File: config.mk
export PLATFORM = sky130hd
export DESIGN_NAME = stfal_cmp
export DESIGN_NICKNAME = d
export VERILOG_FILES = /design/src/hw/rtl/stfal_pkg.sv /design/src/hw/rtl/stfal_cmp.sv
export SDC_FILE = /design/constraint.sdc
export NUM_CORES = 1
export LEC_CHECK = 0
export ABC_AREA = 0
export BUFFER_PORTS_ARGS = -buffer_cell sky130_fd_sc_hd__buf_2
export CAP_MARGIN = 10
export CORE_AREA = 4 4 78 80
export DETAILED_ROUTE_END_ITERATION = 12
export DIE_AREA = 0 0 82 84
export PLACE_DENSITY = 0.94
export SYNTH_ARGS = -nofsm -noshare
export SYNTH_HDL_FRONTEND = slang
export SYNTH_SLANG_ARGS = --single-unit
File: constraint.sdc
create_clock -name vclk -period 6.25
set_clock_uncertainty 0.2 [all_clocks]
set_input_delay 0.3125 -clock vclk [all_inputs]
set_output_delay 0.3125 -clock vclk [all_outputs]
set_load 0.02 [all_outputs]
File: src/hw/rtl/stfal_pkg.sv
// Shared constants and transaction types for the first-at-least max segment tree.
package stfal_pkg;

    localparam int LEAVES     = 1024;
    localparam int LEAF_BITS  = $clog2(LEAVES);
    localparam int PAD_LEAVES = 1 << LEAF_BITS;
    localparam int NODE_BITS  = LEAF_BITS + 1;
    localparam int NODES      = 2 * PAD_LEAVES;
    localparam int POS_W      = 11;
    localparam int VAL_W      = 32;

    typedef logic [NODE_BITS-1:0]    t_node;
    typedef logic signed [VAL_W-1:0] t_value;

    localparam t_value EMPTY = -32'sd2147483647;

    localparam logic ACT_WRITE = 1'b0;
    localparam logic ACT_QUERY = 1'b1;

    typedef struct packed {
        logic             action;
        logic [POS_W-1:0] position;
        t_value           value;
    } t_in_item;

    typedef struct packed {
        logic             found;
        logic [POS_W-1:0] found_position;
    } t_out_item;

endpackage

File: src/hw/rtl/stfal_cmp.sv
// Shared signed compare and maximum unit used by both updates and searches.
module stfal_cmp (
    input  stfal_pkg::t_value i_a,
    input  stfal_pkg::t_value i_b,
    output logic              o_ge,
    output stfal_pkg::t_value o_max
);
    import stfal_pkg::*;

    assign o_ge  = (i_a >= i_b);
    assign o_max = o_ge ? i_a : i_b;
endmodule

==> qor.yml <==
timing:
  max_slew_margin_pct: 23.3
  finalSetupViolCount: 0
  holdWs_ps: 886
  final.setup.tns_ps: 0
  worstMarginPinSlew_ps: 1150
  slew_violations: 0
  max_freq_mhz: 203
  finalCriticalPeriod_ps: 4930
  rsz0062_at_grt: "no"
  layout_setup_ws_ps: 1320
  finalHoldViolations: 0
  fin_crit_sh_pct: 78.9
critical_path:
  end_kind: "primary output"
  worst_ep_required_time_ps: 5740
  critPathCapture: "o_max[8]"
  crit_type: "input pin to primary output"
  cp_top_family: "simple AND/OR/NAND/NOR gates"
  crit_arrival_ps: 4420
  crit_path_start_kind: "input pin"
  cp_slowest_cell: "ha_4"
  path_depth: 9
  crit_chain: "buf_2 > inv_1 > ha_4 > nand4_4 > or4_4 > nor3_4 > inv_1 > o221ai_1 > buf_2"
  max_stage_delay_ps: 870
  crit_start: "i_b[31]"
  worstPathMaxFanout: 100
  crit_buf_inv: 4
layout:
  drive_above_1_share_pct: 28.1
  multi_input_area_um2: 2470
  n_clock_buffer: 0
  seqCellArea_um2: 0
  fin_nets: 611
  area_growth_pct: 17.7
  fillers: 484
  antennaDiodeCount: 0
  seq_cells: 0
grt:
  grt_pass1_vias: 3651
  grt_max_degree: 101
  grt_pass1_wl_um: 15700
  overflow: 0
  grt.total_usage_pct: 26.7
  antenna_found_initial: 0
floorplan:
  fp-row-count: 27
  die_h_um: 84
  initial_utilization_pct: 52.9
  fp.dieArea_um2: 6890
  dieWidth_um: 82
  design.portCount: 97
  core-area_um2: 5410
synthesis:
  ys_types: 32
  yosys_warnings: 0
  syn-num-nets: 547
  yosys.cell_count.top_type: "nand2_1"
  netlist_area_um2: 2860
  synthTopCellsByArea: "a221oi_2 16%, ha_1 14%, nand2_1 14%"
  synth.top_cell.area_share_pct: 15.7
  syn_area_per_cell_um2: 6.34
  yosys.area.top_type: "a221oi_2"
  synthCells: 451
  synthTopCellsByCount: "103 x nand2_1, 65 x inv_1, 35 x nor2_1"
  ys_seq_area_share_pct: 0
clock_network:
  cts_resized: 0
  cts_setup_buffers: 0
  cts.hold.buffers_added: 0
drt:
  route.detailed.drc: 0
  num_vias: 3799
  detail_route.wl_per_cell_um: 16.2
  ant_nets: 0
  wl_um: 9500
  first_pass_iters: 5
  drt-vias-per-instance: 6.49
  drt-initial-drc-count: 341
placed_design:
  routabilityCongestion: 0.895
  pre_cts_slack_ps: 1450
  io_buffers: 97
  dp_hpwl_um: 6940
power:
  ir_drop_v: 0.0000762
  power_density_nw_per_um2: 117
  p_leak_nw: 1.71
status:
  status: "finished, final reports clean"
flow_run:
  max-cap-violations: 0
min_path:
  hold_path_class: "input pin to primary output"
## where the power goes
part / internal [W] / switching [W]
combinational: 0.000151 / 0.000243
clock: 0 / 0
sequential: 0 / 0
total: 0.000151 / 0.000243
## worst min-delay path by stage
stage               slack [ps]  cells past startpoint         to     from
floorplan                  730                      2  o_max[10]  i_a[10]
global placement           890                      4   o_max[7]   i_a[7]
detailed placement         890                      4  o_max[16]  i_a[16]
CTS                        890                      4   o_max[5]   i_a[5]
global route               900                      4   o_max[5]   i_a[5]
finish                     890                      4  o_max[16]  i_a[16]
## cell usage in the layout, fill, tap and decap left out
cell and count:
clkinv_1 1, nand3b_1 1, a21oi_1 15, nand2_1 103, a221o_1 2, nand3_1 4
nor2_4 1, nor2b_1 1, o31ai_4 1, nor3_4 1, or4_1 1, buf_4 7
nand4_4 1, a22oi_1 32, ha_1 31, nor3_1 1, a221oi_4 1, buf_2 97
nand4_1 6, o2bb2ai_2 1, a221oi_1 2, nor4_1 32, o221ai_1 32, ha_4 1
inv_1 65, o21a_1 1, buf_12 1, a221oi_2 30, o21ai_0 3, or4_4 1
o211ai_1 1, nor2_1 34, a2bb2oi_2 1, a21o_1 1
## per-stage QoR
step | utilization, % | instance area [um^2] | total power (W) | instances
6_report | 62.3 | 3370 | 0.000395 | 585
5_1_grt | 62.3 | 3370 | 0.000432 | 585
4_1_cts | 61.9 | 3350 | 0.000385 | 584
3_5_place_dp | 61.9 | 3350 | 0.000384 | 584
3_3_place_gp | 61.9 | 3350 | 0.000372 | 584
2_1_floorplan | - | 2860 | 0.000271 | 451
## layout make-up
type	instances	area share (%)
Inverter	66	7.36
Multi-Input combinational cell	342	73.4
Tap cell	72	2.68
Timing Repair Buffer	105	16.6
## per-layer routing
| metal | up-vias | share of wire [%] | global-route usage, % |
|---|---|---|---|
| met5 | - | 0 | 0 |
| met4 | 0 | 2.7 | 10.3 |
| met3 | 34 | 9.6 | 1.94 |
| met2 | 265 | 49 | 44.9 |
| met1 | 1701 | 39 | 34.4 |
| li1 | 1799 | - | - |
## logic make-up after synthesis
group	Yosys count	share of synthesized area (%)
compound gates	123	40.4
simple gates	187	29.7
fa+ha+maj	32	14.0
buf+inv	109	15.9
Power figures use the tool's default switching activity.
